[src/rtl/cansm_pkg.sv]
// Package for the CAN signal unpack mapper.
// Holds the table sizes, request/response/command types and code constants.
// No dependencies.
`default_nettype none

package cansm_pkg;

   localparam int MAX_IDS   = 10;
   localparam int MAX_MAPS  = 8;
   localparam int FRAC_BITS = 5;
   localparam int Q_DEPTH   = 2;

   localparam int CNT_W     = $clog2(MAX_IDS + 1);
   localparam int IX_W      = (MAX_IDS > 1) ? $clog2(MAX_IDS) : 1;
   localparam int MC_W      = $clog2(MAX_MAPS + 1);
   localparam int MAP_DEPTH = MAX_IDS * MAX_MAPS;
   localparam int MAP_AW    = (MAP_DEPTH > 1) ? $clog2(MAP_DEPTH) : 1;
   localparam int QP_W      = (Q_DEPTH > 1) ? $clog2(Q_DEPTH) : 1;
   localparam int QC_W      = $clog2(Q_DEPTH + 1);
   localparam int PROD_W    = 40;

   localparam logic [1:0] FUNC_ADD   = 2'd0;
   localparam logic [1:0] FUNC_FRAME = 2'd1;
   localparam logic [1:0] FUNC_CLEAR = 2'd2;

   localparam logic [1:0] KIND_STATUS  = 2'd0;
   localparam logic [1:0] KIND_WRITE   = 2'd1;
   localparam logic [1:0] KIND_NOMATCH = 2'd2;

   localparam logic [2:0] ST_OK         = 3'd0;
   localparam logic [2:0] ST_BAD_ID     = 3'd1;
   localparam logic [2:0] ST_BAD_OFFSET = 3'd2;
   localparam logic [2:0] ST_BAD_LENGTH = 3'd3;
   localparam logic [2:0] ST_ID_FULL    = 3'd4;
   localparam logic [2:0] ST_LIST_FULL  = 3'd5;

   localparam logic [5:0] MAX_LENGTH = 6'd32;

   typedef struct packed {
      logic [1:0]         func;
      logic [10:0]        can_id;
      logic [63:0]        frame_data;
      logic [7:0]         param_index;
      logic [5:0]         bit_offset;
      logic [5:0]         bit_length;
      logic signed [7:0]  gain;
      logic               offset_too_big;
      logic               length_too_big;
      logic               id_too_big;
   } req_type;

   typedef struct packed {
      logic [1:0]         kind;
      logic [2:0]         status;
      logic [3:0]         id_count;
      logic [7:0]         write_index;
      logic signed [31:0] write_value;
      logic               last;
   } rsp_type;

   typedef enum logic [1:0] {
      OP_ADD,
      OP_FRAME,
      OP_CLEAR
   } op_type;

   typedef struct packed {
      op_type             op;
      logic [2:0]         status;
      logic [10:0]        can_id;
      logic [63:0]        frame_data;
      logic [7:0]         param_index;
      logic [5:0]         bit_offset;
      logic [5:0]         bit_length;
      logic signed [7:0]  gain;
   } cmd_type;

   typedef struct packed {
      logic [7:0]         param;
      logic signed [7:0]  gain;
      logic [5:0]         offset;
      logic [5:0]         length;
   } map_type;

   typedef enum logic [2:0] {
      S_IDLE,
      S_SEARCH,
      S_READ,
      S_MUL,
      S_EMIT,
      S_RESP
   } back_state_type;

endpackage

`default_nettype wire

[src/rtl/can_signal_unpack_mapper.sv]
// Top level of the CAN signal unpack mapper.
// Depends on cansm_pkg, cansm_front, cansm_queue and cansm_back.
//
//   channel  | ports                          | moves
//   ---------+--------------------------------+--------------------------------
//   request  | req_valid, req_ready, req_data | add, frame or clear (req_type)
//   response | rsp_valid, rsp_ready, rsp_data | status, write or no-match
//
// Add: one rejected by the front-end checks goes straight to the response, else
// after an identifier search (one entry per cycle).
// Frame: identifier search, then each mapping passes through the mapping memory
// read, the multiply register and the response register. Clear: straight to
// the response. A two-deep queue takes requests while the back end works.
// Reset clears control state and the identifier count; no clearing pass.
`default_nettype none

module can_signal_unpack_mapper import cansm_pkg::*; (
   input  wire logic    clock,
   input  wire logic    reset,
   input  wire logic    req_valid,
   output logic         req_ready,
   input  wire req_type req_data,
   output logic         rsp_valid,
   input  wire logic    rsp_ready,
   output rsp_type      rsp_data
);

   logic    q_full;
   logic    push;
   cmd_type push_cmd;
   logic    pop;
   logic    q_valid;
   cmd_type head;

   cansm_front u_front (
      .req_valid (req_valid),
      .req_ready (req_ready),
      .req_data  (req_data),
      .q_full    (q_full),
      .push      (push),
      .push_cmd  (push_cmd)
   );

   cansm_queue u_queue (
      .clock    (clock),
      .reset    (reset),
      .push     (push),
      .push_cmd (push_cmd),
      .full     (q_full),
      .pop      (pop),
      .q_valid  (q_valid),
      .head     (head)
   );

   cansm_back u_back (
      .clock     (clock),
      .reset     (reset),
      .q_valid   (q_valid),
      .q_cmd     (head),
      .pop       (pop),
      .rsp_valid (rsp_valid),
      .rsp_ready (rsp_ready),
      .rsp_data  (rsp_data)
   );

endmodule

`default_nettype wire

[src/rtl/cansm_front.sv]
// Front end: accepts requests, checks add arguments and classifies them.
// Depends on cansm_pkg; feeds cansm_queue.
`default_nettype none

module cansm_front import cansm_pkg::*; (
   input  wire logic    req_valid,
   output logic         req_ready,
   input  wire req_type req_data,
   input  wire logic    q_full,
   output logic         push,
   output cmd_type      push_cmd
);

   logic    known;
   op_type  op;
   logic [2:0] status;

   always_comb begin
      known = 1'b1;
      op    = OP_ADD;
      case (req_data.func)
         FUNC_ADD:   op = OP_ADD;
         FUNC_FRAME: op = OP_FRAME;
         FUNC_CLEAR: op = OP_CLEAR;
         default:    known = 1'b0;
      endcase

      if (req_data.id_too_big) begin
         status = ST_BAD_ID;
      end else if (req_data.offset_too_big) begin
         status = ST_BAD_OFFSET;
      end else if (req_data.length_too_big || (req_data.bit_length > MAX_LENGTH)) begin
         status = ST_BAD_LENGTH;
      end else begin
         status = ST_OK;
      end
   end

   assign req_ready = !q_full;
   assign push      = req_valid && !q_full && known;

   always_comb begin
      push_cmd.op          = op;
      push_cmd.status      = (op == OP_ADD) ? status : ST_OK;
      push_cmd.can_id      = req_data.can_id;
      push_cmd.frame_data  = req_data.frame_data;
      push_cmd.param_index = req_data.param_index;
      push_cmd.bit_offset  = req_data.bit_offset;
      push_cmd.bit_length  = req_data.bit_length;
      push_cmd.gain        = req_data.gain;
   end

endmodule

`default_nettype wire

[src/rtl/cansm_queue.sv]
// Short command queue between front end and back end.
// Depends on cansm_pkg.
`default_nettype none

module cansm_queue import cansm_pkg::*; (
   input  wire logic    clock,
   input  wire logic    reset,
   input  wire logic    push,
   input  wire cmd_type push_cmd,
   output logic         full,
   input  wire logic    pop,
   output logic         q_valid,
   output cmd_type      head
);

   cmd_type           slot_ff [Q_DEPTH];
   logic [QP_W-1:0]   wr_ptr_ff, wr_ptr_in;
   logic [QP_W-1:0]   rd_ptr_ff, rd_ptr_in;
   logic [QC_W-1:0]   count_ff, count_in;

   assign full    = (count_ff == QC_W'(Q_DEPTH));
   assign q_valid = (count_ff != '0);
   assign head    = slot_ff[rd_ptr_ff];

   always_comb begin
      wr_ptr_in = wr_ptr_ff;
      rd_ptr_in = rd_ptr_ff;
      count_in  = count_ff;
      if (push) begin
         wr_ptr_in = (wr_ptr_ff == QP_W'(Q_DEPTH - 1)) ? '0 : wr_ptr_ff + 1'b1;
      end
      if (pop) begin
         rd_ptr_in = (rd_ptr_ff == QP_W'(Q_DEPTH - 1)) ? '0 : rd_ptr_ff + 1'b1;
      end
      if (push && !pop) begin
         count_in = count_ff + 1'b1;
      end else if (pop && !push) begin
         count_in = count_ff - 1'b1;
      end
   end

   always_ff @(posedge clock) begin
      if (reset) begin
         wr_ptr_ff <= '0;
         rd_ptr_ff <= '0;
         count_ff  <= '0;
      end else begin
         wr_ptr_ff <= wr_ptr_in;
         rd_ptr_ff <= rd_ptr_in;
         count_ff  <= count_in;
      end
   end

   always_ff @(posedge clock) begin
      if (push) begin
         slot_ff[wr_ptr_ff] <= push_cmd;
      end
   end

endmodule

`default_nettype wire

[src/rtl/cansm_back.sv]
// Back end: identifier table, mapping memory, field scaling and response register.
// Depends on cansm_pkg; takes commands from cansm_queue.
`default_nettype none

module cansm_back import cansm_pkg::*; (
   input  wire logic    clock,
   input  wire logic    reset,
   input  wire logic    q_valid,
   input  wire cmd_type q_cmd,
   output logic         pop,
   output logic         rsp_valid,
   input  wire logic    rsp_ready,
   output rsp_type      rsp_data
);

   back_state_type      state_ff, state_in;
   cmd_type             cmd_ff, cmd_in;
   logic [CNT_W-1:0]    idx_ff, idx_in;
   logic [CNT_W-1:0]    id_count_ff, id_count_in;
   logic [MC_W-1:0]     j_ff, j_in;
   logic [MC_W-1:0]     n_ff, n_in;
   rsp_type             pend_ff, pend_in;

   logic [10:0]         id_store [MAX_IDS];
   logic [MC_W-1:0]     map_count [MAX_IDS];
   map_type             map_mem [MAP_DEPTH];
   map_type             map_rd_ff;

   logic signed [PROD_W-1:0] prod_ff, prod_in;
   logic [7:0]               param_ff;

   logic                rsp_valid_ff;
   rsp_type             rsp_data_ff;

   logic [IX_W-1:0]     ix;
   logic                miss, hit;
   logic [MC_W-1:0]     mc_cur, mc_sel;
   logic [MAP_AW-1:0]   base;
   logic                id_we, mc_we, map_we;
   logic [MC_W-1:0]     mc_wdata;
   logic [MAP_AW-1:0]   map_waddr, map_raddr;
   map_type             map_wdata;
   logic                out_free, rsp_load;
   rsp_type             rsp_load_data;

   logic [31:0]         word, mask;
   logic signed [31:0]  field;

   assign ix     = idx_ff[IX_W-1:0];
   assign miss   = (idx_ff == id_count_ff);
   assign hit    = !miss && (id_store[ix] == cmd_ff.can_id);
   assign mc_cur = map_count[ix];
   assign mc_sel = miss ? '0 : mc_cur;
   assign base   = MAP_AW'(idx_ff) * MAP_AW'(MAX_MAPS);

   assign map_waddr = base + MAP_AW'(mc_sel);
   assign map_raddr = base + MAP_AW'(j_ff);

   always_comb begin
      map_wdata.param  = cmd_ff.param_index;
      map_wdata.gain   = cmd_ff.gain;
      map_wdata.offset = cmd_ff.bit_offset;
      map_wdata.length = cmd_ff.bit_length;
   end

   always_comb begin
      word    = map_rd_ff.offset[5] ? cmd_ff.frame_data[63:32] : cmd_ff.frame_data[31:0];
      mask    = ~({32{1'b1}} << map_rd_ff.length);
      field   = (word >> map_rd_ff.offset[4:0]) & mask;
      prod_in = PROD_W'(field) * PROD_W'(map_rd_ff.gain);
   end

   assign out_free = !rsp_valid_ff || rsp_ready;

   always_comb begin
      state_in      = state_ff;
      cmd_in        = cmd_ff;
      idx_in        = idx_ff;
      id_count_in   = id_count_ff;
      j_in          = j_ff;
      n_in          = n_ff;
      pend_in       = pend_ff;
      pop           = 1'b0;
      id_we         = 1'b0;
      mc_we         = 1'b0;
      mc_wdata      = '0;
      map_we        = 1'b0;
      rsp_load      = 1'b0;
      rsp_load_data = pend_ff;

      case (state_ff)
         S_IDLE: begin
            if (q_valid) begin
               pop    = 1'b1;
               cmd_in = q_cmd;
               idx_in = '0;
               j_in   = '0;
               pend_in = '0;
               pend_in.kind = KIND_STATUS;
               pend_in.last = 1'b1;
               case (q_cmd.op)
                  OP_CLEAR: begin
                     id_count_in = '0;
                     state_in    = S_RESP;
                  end
                  OP_ADD: begin
                     if (q_cmd.status != ST_OK) begin
                        pend_in.status   = q_cmd.status;
                        pend_in.id_count = 4'(id_count_ff);
                        state_in         = S_RESP;
                     end else begin
                        state_in = S_SEARCH;
                     end
                  end
                  OP_FRAME: state_in = S_SEARCH;
                  default:  state_in = S_IDLE;
               endcase
            end
         end

         S_SEARCH: begin
            if (miss) begin
               state_in = S_RESP;
               if (cmd_ff.op == OP_FRAME) begin
                  pend_in.kind = KIND_NOMATCH;
               end else if (id_count_ff >= CNT_W'(MAX_IDS)) begin
                  pend_in.status   = ST_ID_FULL;
                  pend_in.id_count = 4'(id_count_ff);
               end else begin
                  id_we            = 1'b1;
                  mc_we            = 1'b1;
                  mc_wdata         = MC_W'(1);
                  map_we           = 1'b1;
                  id_count_in      = id_count_ff + 1'b1;
                  pend_in.id_count = 4'(id_count_ff + 1'b1);
               end
            end else if (hit) begin
               if (cmd_ff.op == OP_FRAME) begin
                  if (mc_cur == '0) begin
                     pend_in.kind = KIND_NOMATCH;
                     state_in     = S_RESP;
                  end else begin
                     n_in     = mc_cur;
                     j_in     = '0;
                     state_in = S_READ;
                  end
               end else begin
                  state_in         = S_RESP;
                  pend_in.id_count = 4'(id_count_ff);
                  if (mc_cur >= MC_W'(MAX_MAPS)) begin
                     pend_in.status = ST_LIST_FULL;
                  end else begin
                     map_we   = 1'b1;
                     mc_we    = 1'b1;
                     mc_wdata = mc_cur + 1'b1;
                  end
               end
            end else begin
               idx_in = idx_ff + 1'b1;
            end
         end

         S_READ: state_in = S_MUL;

         S_MUL: state_in = S_EMIT;

         S_EMIT: begin
            if (out_free) begin
               rsp_load                  = 1'b1;
               rsp_load_data             = '0;
               rsp_load_data.kind        = KIND_WRITE;
               rsp_load_data.write_index = param_ff;
               rsp_load_data.write_value = 32'(prod_ff >>> FRAC_BITS);
               rsp_load_data.last        = ((j_ff + 1'b1) == n_ff);
               if ((j_ff + 1'b1) == n_ff) begin
                  state_in = S_IDLE;
               end else begin
                  j_in     = j_ff + 1'b1;
                  state_in = S_READ;
               end
            end
         end

         S_RESP: begin
            if (out_free) begin
               rsp_load = 1'b1;
               state_in = S_IDLE;
            end
         end

         default: state_in = S_IDLE;
      endcase
   end

   always_ff @(posedge clock) begin
      if (reset) begin
         state_ff     <= S_IDLE;
         id_count_ff  <= '0;
         rsp_valid_ff <= 1'b0;
      end else begin
         state_ff    <= state_in;
         id_count_ff <= id_count_in;
         if (rsp_load) begin
            rsp_valid_ff <= 1'b1;
         end else if (rsp_ready) begin
            rsp_valid_ff <= 1'b0;
         end
      end
   end

   always_ff @(posedge clock) begin
      cmd_ff   <= cmd_in;
      idx_ff   <= idx_in;
      j_ff     <= j_in;
      n_ff     <= n_in;
      pend_ff  <= pend_in;
      prod_ff  <= prod_in;
      param_ff <= map_rd_ff.param;
      if (rsp_load) begin
         rsp_data_ff <= rsp_load_data;
      end
      if (id_we) begin
         id_store[ix] <= cmd_ff.can_id;
      end
      if (mc_we) begin
         map_count[ix] <= mc_wdata;
      end
   end

   always_ff @(posedge clock) begin
      if (map_we) begin
         map_mem[map_waddr] <= map_wdata;
      end
      map_rd_ff <= map_mem[map_raddr];
   end

   assign rsp_valid = rsp_valid_ff;
   assign rsp_data  = rsp_data_ff;

endmodule

`default_nettype wire

[config.mk]
export PLATFORM = sky130hd
export DESIGN_NAME = can_signal_unpack_mapper
export DESIGN_NICKNAME = d
export VERILOG_FILES = /design/src/rtl/cansm_pkg.sv /design/src/rtl/can_signal_unpack_mapper.sv /design/src/rtl/cansm_front.sv /design/src/rtl/cansm_queue.sv /design/src/rtl/cansm_back.sv
export SDC_FILE = /design/constraint.sdc
export NUM_CORES = 2
export LEC_CHECK = 0
export BUFFER_PORTS_ARGS = -buffer_cell sky130_fd_sc_hd__buf_2
export CELL_PAD_IN_SITES_DETAIL_PLACEMENT = 0
export CELL_PAD_IN_SITES_GLOBAL_PLACEMENT = 1
export CORE_MARGIN = 2
export CORE_UTILIZATION = 55
export CTS_CLUSTER_SIZE = 30
export DETAILED_ROUTE_END_ITERATION = 10
export PLACE_DENSITY = 0.83
export SYNTH_ARGS = -nofsm -noshare
export SYNTH_HDL_FRONTEND = slang
export SYNTH_SLANG_ARGS = --single-unit
[constraint.sdc]
create_clock -name clock -period 12.4 [get_ports clock]
set_input_delay 2.48 -clock clock [delete_from_list [all_inputs] [get_ports clock]]
set_output_delay 2.48 -clock clock [all_outputs]
set_load 0.01 [all_outputs]
# Word level (Yosys, flattened, before mapping)
# Memories as Yosys holds them, arrays and structs flattened. A register that Yosys moved wholly into a read port is not among the register bits.
# Index checks and enable logic that the tools add are counted.
[totals] wordCells=207 regBits=233 in_bits=112 out_inout_bits=52 ram_bits=2606 mem_count=4
[classes] n_mux=87 eq_ne=34 multipliers=1 n_shift=2 n_bitwise=4 n_lt_le_gt_ge=3 reduce_logical=35 add_sub_neg=10
[mem_list] memory="u_back.map_mem" words=80 width=28 read_ports=1 rd_ports_with_merged_regs=1 wr=1 line="cansm_back.sv:26" text="map_type map_mem [MAP_DEPTH];"
[mem_list] memory="u_queue.slot_ff" words=2 width=108 read_ports=1 rd_ports_with_merged_regs=1 wr=1 line="cansm_queue.sv:16" text="cmd_type slot_ff [Q_DEPTH];"
[mem_list] memory="u_back.id_store" words=10 width=11 read_ports=1 rd_ports_with_merged_regs=1 wr=1 line="cansm_back.sv:24" text="logic [10:0] id_store [MAX_IDS];"
[mem_list] memory="u_back.map_count" words=10 width=4 read_ports=1 rd_ports_with_merged_regs=1 wr=1 line="cansm_back.sv:25" text="logic [MC_W-1:0] map_count [MAX_IDS];"
[ops] cell="$mux W50" n=3
[ops] cell="$mux W4" n=23
[ops] cell="$mux W3" n=13
[ops] cell="$mul A32 B8 Y37" n=1
[ops] cell="$and A32 B32 Y32" n=1
[ops] cell="$mux W32" n=1
[ops] cell="$not A32 Y32" n=1
[ops] cell="$shl A32 B6 Y32 const A" n=1
[ops] cell="$shr A32 B5 Y32" n=1
[ops] cell="$mux W7" n=4
[ops] cell="$mux W1" n=27
[ops] cell="$mux W9" n=2
[ops] cell="$pmux W3 S6" n=1
[ops] cell="$pmux W9 S2" n=1
[ops] cell="$add A4 B1 Y4 const B" n=4
[ops] cell="$pmux W4 S2" n=2
[ops] cell="$ne A3 B3 Y1 const B" n=5
[ops] cell="$reduce_and A5 Y1" n=3
[ops] cell="$add A7 B4 Y7" n=2
[ops] cell="$mux W2" n=7
[ops] cell="$ne A2 B2 Y1 const B" n=7
[ops] cell="$pmux W4 S3" n=1
[ops] cell="$eq A11 B11 Y1" n=1
[ops] cell="$ne A2 B1 Y1 const B" n=5
[ops] cell="other kinds (30)" n=59

# Depth between registers and ports, before layout
[logic_depth] word_depth=8 mapped_depth=28 depth_no_buf=25

# Cells and area by module
# Synthesis repeated with hierarchy kept, for this count alone.
[hier_totals] cells_unflattened=5851 area_unflattened_um2=118926.6
[modules_own_cells] mod="cansm_back" area_per_inst_um2=109954.2 cells_per_inst=5371 instances=1
[modules_own_cells] mod="cansm_queue" area_per_inst_um2=8070.2 cells_per_inst=358 instances=1
[modules_own_cells] mod="cansm_front" area_per_inst_um2=902.1 cells_per_inst=122 instances=1

# Least setup slack after synthesis
# OpenSTA, ideal clock, no wires.
[synth_path] kind="input port to flip-flop" start="input req_data[106] (netlist name)" end="memory u_queue.slot_ff[0][0] (netlist name) (enable)" setup_time_ns=0.587 path_stages=3 required_ns=11.813 slack_ns=4.169 arrival_ns=7.644 cell_sequence="ha_1 > and3b_1 > nor2b_1"
[synth_via] elab_chain_len=6
[synth_rtl] element="from (decl)" line="can_signal_unpack_mapper.sv:22" text="input wire req_type req_data,"
[synth_rtl] element="$eq A2 B1 Y1 (tied with other cells)" line="cansm_front.sv:21" text="case (req_data.func)"
[synth_rtl] element="$reduce_or A3 Y1 (no source line) (*)"
[synth_rtl] element="$mux W1 (*)" line="cansm_front.sv:21"
[synth_rtl] element="$logic_and A1 B1 Y1 (*)" line="cansm_front.sv:40" text="assign push = req_valid && !q_full && known;"
[synth_rtl] element="via push" line="can_signal_unpack_mapper.sv:29" text="logic push;"
[synth_rtl] element="$mux W1 (*)" line="cansm_queue.sv:55" text="if (push) begin"
[synth_rtl] element="$mux W1 (implied by the code) (*)" line="cansm_queue.sv:56" text="slot_ff[wr_ptr_ff] <= push_cmd;"
[synth_rtl] element="to (decl)" line="cansm_queue.sv:16"
# The timed path passes the listed nets; every way through them passes the cells marked *.

# Worst setup path after layout
[layout_path] start="register u_back.map_rd_ff[11] (netlist name)" end="register u_back.prod_ff[35]"
[layout_via] elab_chain_len=4
[layout_rtl] element="$mux W32" line="cansm_back.sv:67" text="word = map_rd_ff.offset[5] ? cmd_ff.frame_data[63:32] : cmd_ff.frame_data[31:0];"
[layout_rtl] element="$shr A32 B5 Y32" line="cansm_back.sv:69" text="field = (word >> map_rd_ff.offset[4:0]) & mask;"
[layout_rtl] element="$and A32 B32 Y32" line="cansm_back.sv:69"
[layout_rtl] element="$mul A32 B8 Y37" line="cansm_back.sv:70" text="prod_in = PROD_W'(field) * PROD_W'(map_rd_ff.gain);"
[layout_rtl] element="via u_back.prod_in[35]" line="cansm_back.sv:29" text="logic signed [PROD_W-1:0] prod_ff, prod_in;"
[layout_rtl] element="to (signal assigned)" line="cansm_back.sv:217" text="prod_ff <= prod_in;"
[layout_rtl] element="to (decl)" line="cansm_back.sv:29"
# The timed path passes the listed nets, and every way through them passes these cells.
# A chain may end at the register's enable or synchronous reset.

==> flow_summary_export.csv <==
group,metric,value,unit
timing,final.min_clock_period,8.03,ns
logic_synthesis,ys_async_sr_fraction,0,%
timing,hold_viol_final,0,
route,drt_iter0_markers,8275,
logic_synthesis,synth.largest_area_cell,"edfxtp_1",
die,initial_utilization,55.3,%
logic_synthesis,synth-seq-cells,2864,
placement,place_congestion,0.847,
hold_path,min_path_cells,0,
global_routing,grt-ovfl-total,0,
timing,fin_skew,0.0732,ns
worst_setup_path,cp.arrival,8.88,ns
global_routing,grt_pass1_vias,62400,
clock_network,clk_latency,0.96,ns
worst_setup_path,r2r_cells,23,
cells_and_area,final_cell_mix,"edfxtp_1, mux2i_1, mux4_2",
worst_setup_path,reg2reg_slack,4.37,ns
logic_synthesis,yosys_warnings,0,
timing,slew_headroom,7.21,%
route,drc_errors,0,
die,core-area,215000,sq um
logic_synthesis,synthDistinctLibCells,76,
clock_network,cts_setup_buffers,0,
logic_synthesis,ys.flop_type,"edfxtp_1",
hold_path,min_path_type,"reg -> reg",
logic_synthesis,synth-seq-area-share,71.6,%
clock_network,cts_tree,"built",
worst_setup_path,required,13.25,ns
logic_synthesis,synth_fp_nets,6816,
clock_network,hold_buffers,0,
route,ant_nets,0,
route,routedWlPerCell,30.2,microns
placement,dpl_worst_slack,4.30,ns
clock_network,root_buffer,"clkbuf_16",
die,die_x,469,microns
cells_and_area,layout.nets,7145,
worst_setup_path,r2r-end,"u_back.prod_ff[35]",
logic_synthesis,synth_edf_count,2779,
worst_setup_path,worst_setup_path_end_kind,"register",
die,die_y,469,microns
clock_network,cts_max_level,5,
worst_setup_path,cp-startpoint,"u_back.map_rd_ff[11]",
logic_synthesis,synth_cells,6429,
hold_path,holdCritStartpoint,"u_back.map_rd_ff[26]",
global_routing,grt_antenna_before_repair,13,
timing,finalSetupViolCount,0,
clock_network,clock_sinks,2864,
clock_network,cts.path.max_buffers,4,
die,die-area,220000,sq um
cells_and_area,final_common_cell,"edfxtp_1",
cells_and_area,syn2layout_area_growth,11.9,%
die,rows,170,
cells_and_area,drive_gt1_share,20.8,%
clock_network,cts_made_buffers,305,
timing,final_max_slew_viol_count,0,
clock_network,cts.clk_slew.worst_paths,0.06,ns
logic_synthesis,yosysTopAreaCellShare,70.2,%
worst_setup_path,worst_path_max_delay_cell,"dfxtp_2",
global_routing,track_usage,27.0,%
placement,dp_hpwl,168000,microns
worst_setup_path,crit_type,"reg -> reg",
route,drtPass1Iterations,6,
logic_synthesis,synth.area.top_cells,"edfxtp_1, mux4_2, mux2i_1",
logic_synthesis,synth_area,119000,sq um
route,drt_wl_total,296000,microns
status,status,"finished clean",
route,vias_per_cell,6.39,
clock_network,postCtsResizedCells,0,
worst_setup_path,crit_fanout,32,
worst_setup_path,reg2reg_from,"u_back.map_rd_ff[11]",
global_routing,grt_max_degree,123,
worst_setup_path,cp-start-kind,"register",
route,vias,62700,
timing,setup_total_negative_slack,0,ns
timing,fmax,124,MHz
hold_path,holdPathEnd,"u_back.param_ff[6]",
timing,worst_pin_slew,1.39,ns
global_routing,grt_pass1_wl,427000,microns
timing,rsz0062_at_grt,"no",
die,pin_count,164,
run,maxCapViolCount,0,
timing,worst_slack,4.37,ns
logic_synthesis,syn_avg_cell_area,18.5,sq um
placement,numPortBuffers,163,
timing,post-route-period-util,64.8,%
worst_setup_path,slowest_delay,1.02,ns
worst_setup_path,path_cells,"mux4_2 -> mux2_2 -> nor2_1 -> a211oi_1 -> nor3_1 -> a221oi_1 -> nand2_1 -> fa_1 -> fa_1 -> inv_1 -> ha_1 -> inv_1 -> fa_1 -> inv_1 -> ha_1 -> and3_1 -> a221o_1 -> o21ai_0 -> a21oi_1 -> o21ai_0 -> a211oi_1 -> nor4_1 -> nand4b_1",
-- area by class of cell --
class                           count  area, sq um
Sequential cell                  2864        85200
Fill cell                       14800        81700
Multi-Input combinational cell   2968        31900
Clock buffer                      390         8070
Tap cell                         2838         3550
Timing Repair Buffer              353         2330
Clock inverter                    128         1020
Inverter                          266         1010
Antenna cell                        3         7.51
-- synthesized netlist by cell type (all sizes together) (4+ instances only) --
cell / n
nand2: 168
buf: 139
fa: 186
nor2: 248
a21o: 28
dfxtp: 85
nor4: 9
a2bb2oi: 4
or2: 7
xnor2: 50
a211oi: 85
a22oi: 22
o21a: 4
or3: 4
a221oi: 27
ha: 89
mux2: 135
edfxtp: 2779
clkbuf: 192
inv: 264
nand2b: 20
a31oi: 17
and2: 236
nand4: 11
o221ai: 186
nor3b: 7
xor2: 23
a21oi: 145
mux2i: 481
o211ai: 4
nand3: 14
mux4: 450
nor2b: 21
o21ai: 76
and3: 22
o22ai: 106
nor3: 45
-- through the flow --
stage / hold WS, ns / std cells / utilization [%] / area, sq um
6_report: 0.325 / 9810 / 61.9 / 133000
5_1_grt: 0.328 / 9808 / 61.9 / 133000
4_1_cts: 0.322 / 9806 / 61.9 / 133000
3_5_place_dp: 0.312 / 9288 / 57.7 / 124000
3_3_place_gp: 0.314 / 9288 / 57.7 / 124000
2_1_floorplan: 0.310 / 6429 / - / 119000
-- state kept, by name, summed over array words and instances (netlist names), named ones only --
register            flops
u_back.param_ff         8
u_back.rsp_data        50
u_back.cmd_ff         105
u_back.map_rd_ff       28
u_back.id_count_ff      4
u_back.id_store       110
u_queue.count_ff        2
u_back.rsp_valid        1
u_back.n_ff             4
u_back.pend_ff          8
u_queue.wr_ptr_ff       1
u_back.prod_ff         32
u_back.map_count       40
u_back.state_ff         3
u_queue.rd_ptr_ff       1
u_back.idx_ff           4
u_back.j_ff             4
u_queue.slot_ff       214
u_back.map_mem       2240
-- cell families (layout without fill, tap and decap cells) --
logic type / Yosys count / count (layout) / share of synthesized area (%)
fa+ha+maj: 275 / 275 / 4.07
simple gates: 820 / 820 / 3.51
buf+inv: 597 / 1137 / 2.08
other cells: 0 / 3 / 0
xor+xnor: 74 / 74 / 0.557
flops: 2864 / 2864 / 71.6
compound gates: 733 / 733 / 4.31
mux: 1066 / 1066 / 13.9
-- worst max-delay path: cells and delay by family, from the launching register on --
kind	cells	cell delay [ns]
adders and majority gates	5	2.01
and+or+nand+nor	6	0.96
AOI/OAI and AO/OA	7	3.23
buffers and inverters	3	0.14
DFF	1	1.02
muxes	2	0.59
-- per-layer routing --
| metal | vias to the layer above | wire length [microns] | global-route usage [%] |
|---|---|---|---|
| met2 | 3361 | 141000 | 42.5 |
| met4 | 4 | 10300 | 9.34 |
| met1 | 32600 | 115000 | 37.6 |
| li1 | 26200 | - | - |
| met3 | 533 | 30300 | 5.97 |
| met5 | - | 159 | 0.498 |
-- how the worst max path moves through the flow --
| stage | to | slack [ns] | cells past startpoint |
|---|---|---|---|
| 6_report | u_back.prod_ff[35] | 4.37 | 23 |
| 5_1_grt | u_back.prod_ff[35] | 3.74 | 22 |
| 4_1_cts | u_back.prod_ff[35] | 4.25 | 21 |
| 3_5_place_dp | u_back.prod_ff[35] | 4.30 | 21 |
| 3_3_place_gp | u_back.prod_ff[35] | 4.38 | 22 |
| 2_1_floorplan | u_queue.slot_ff[0][0] | 4.17 | 3 |
Power is left out: the tool's default activity adds up to more than one toggle a clock period on the data nets, which glitch-free logic cannot reach.
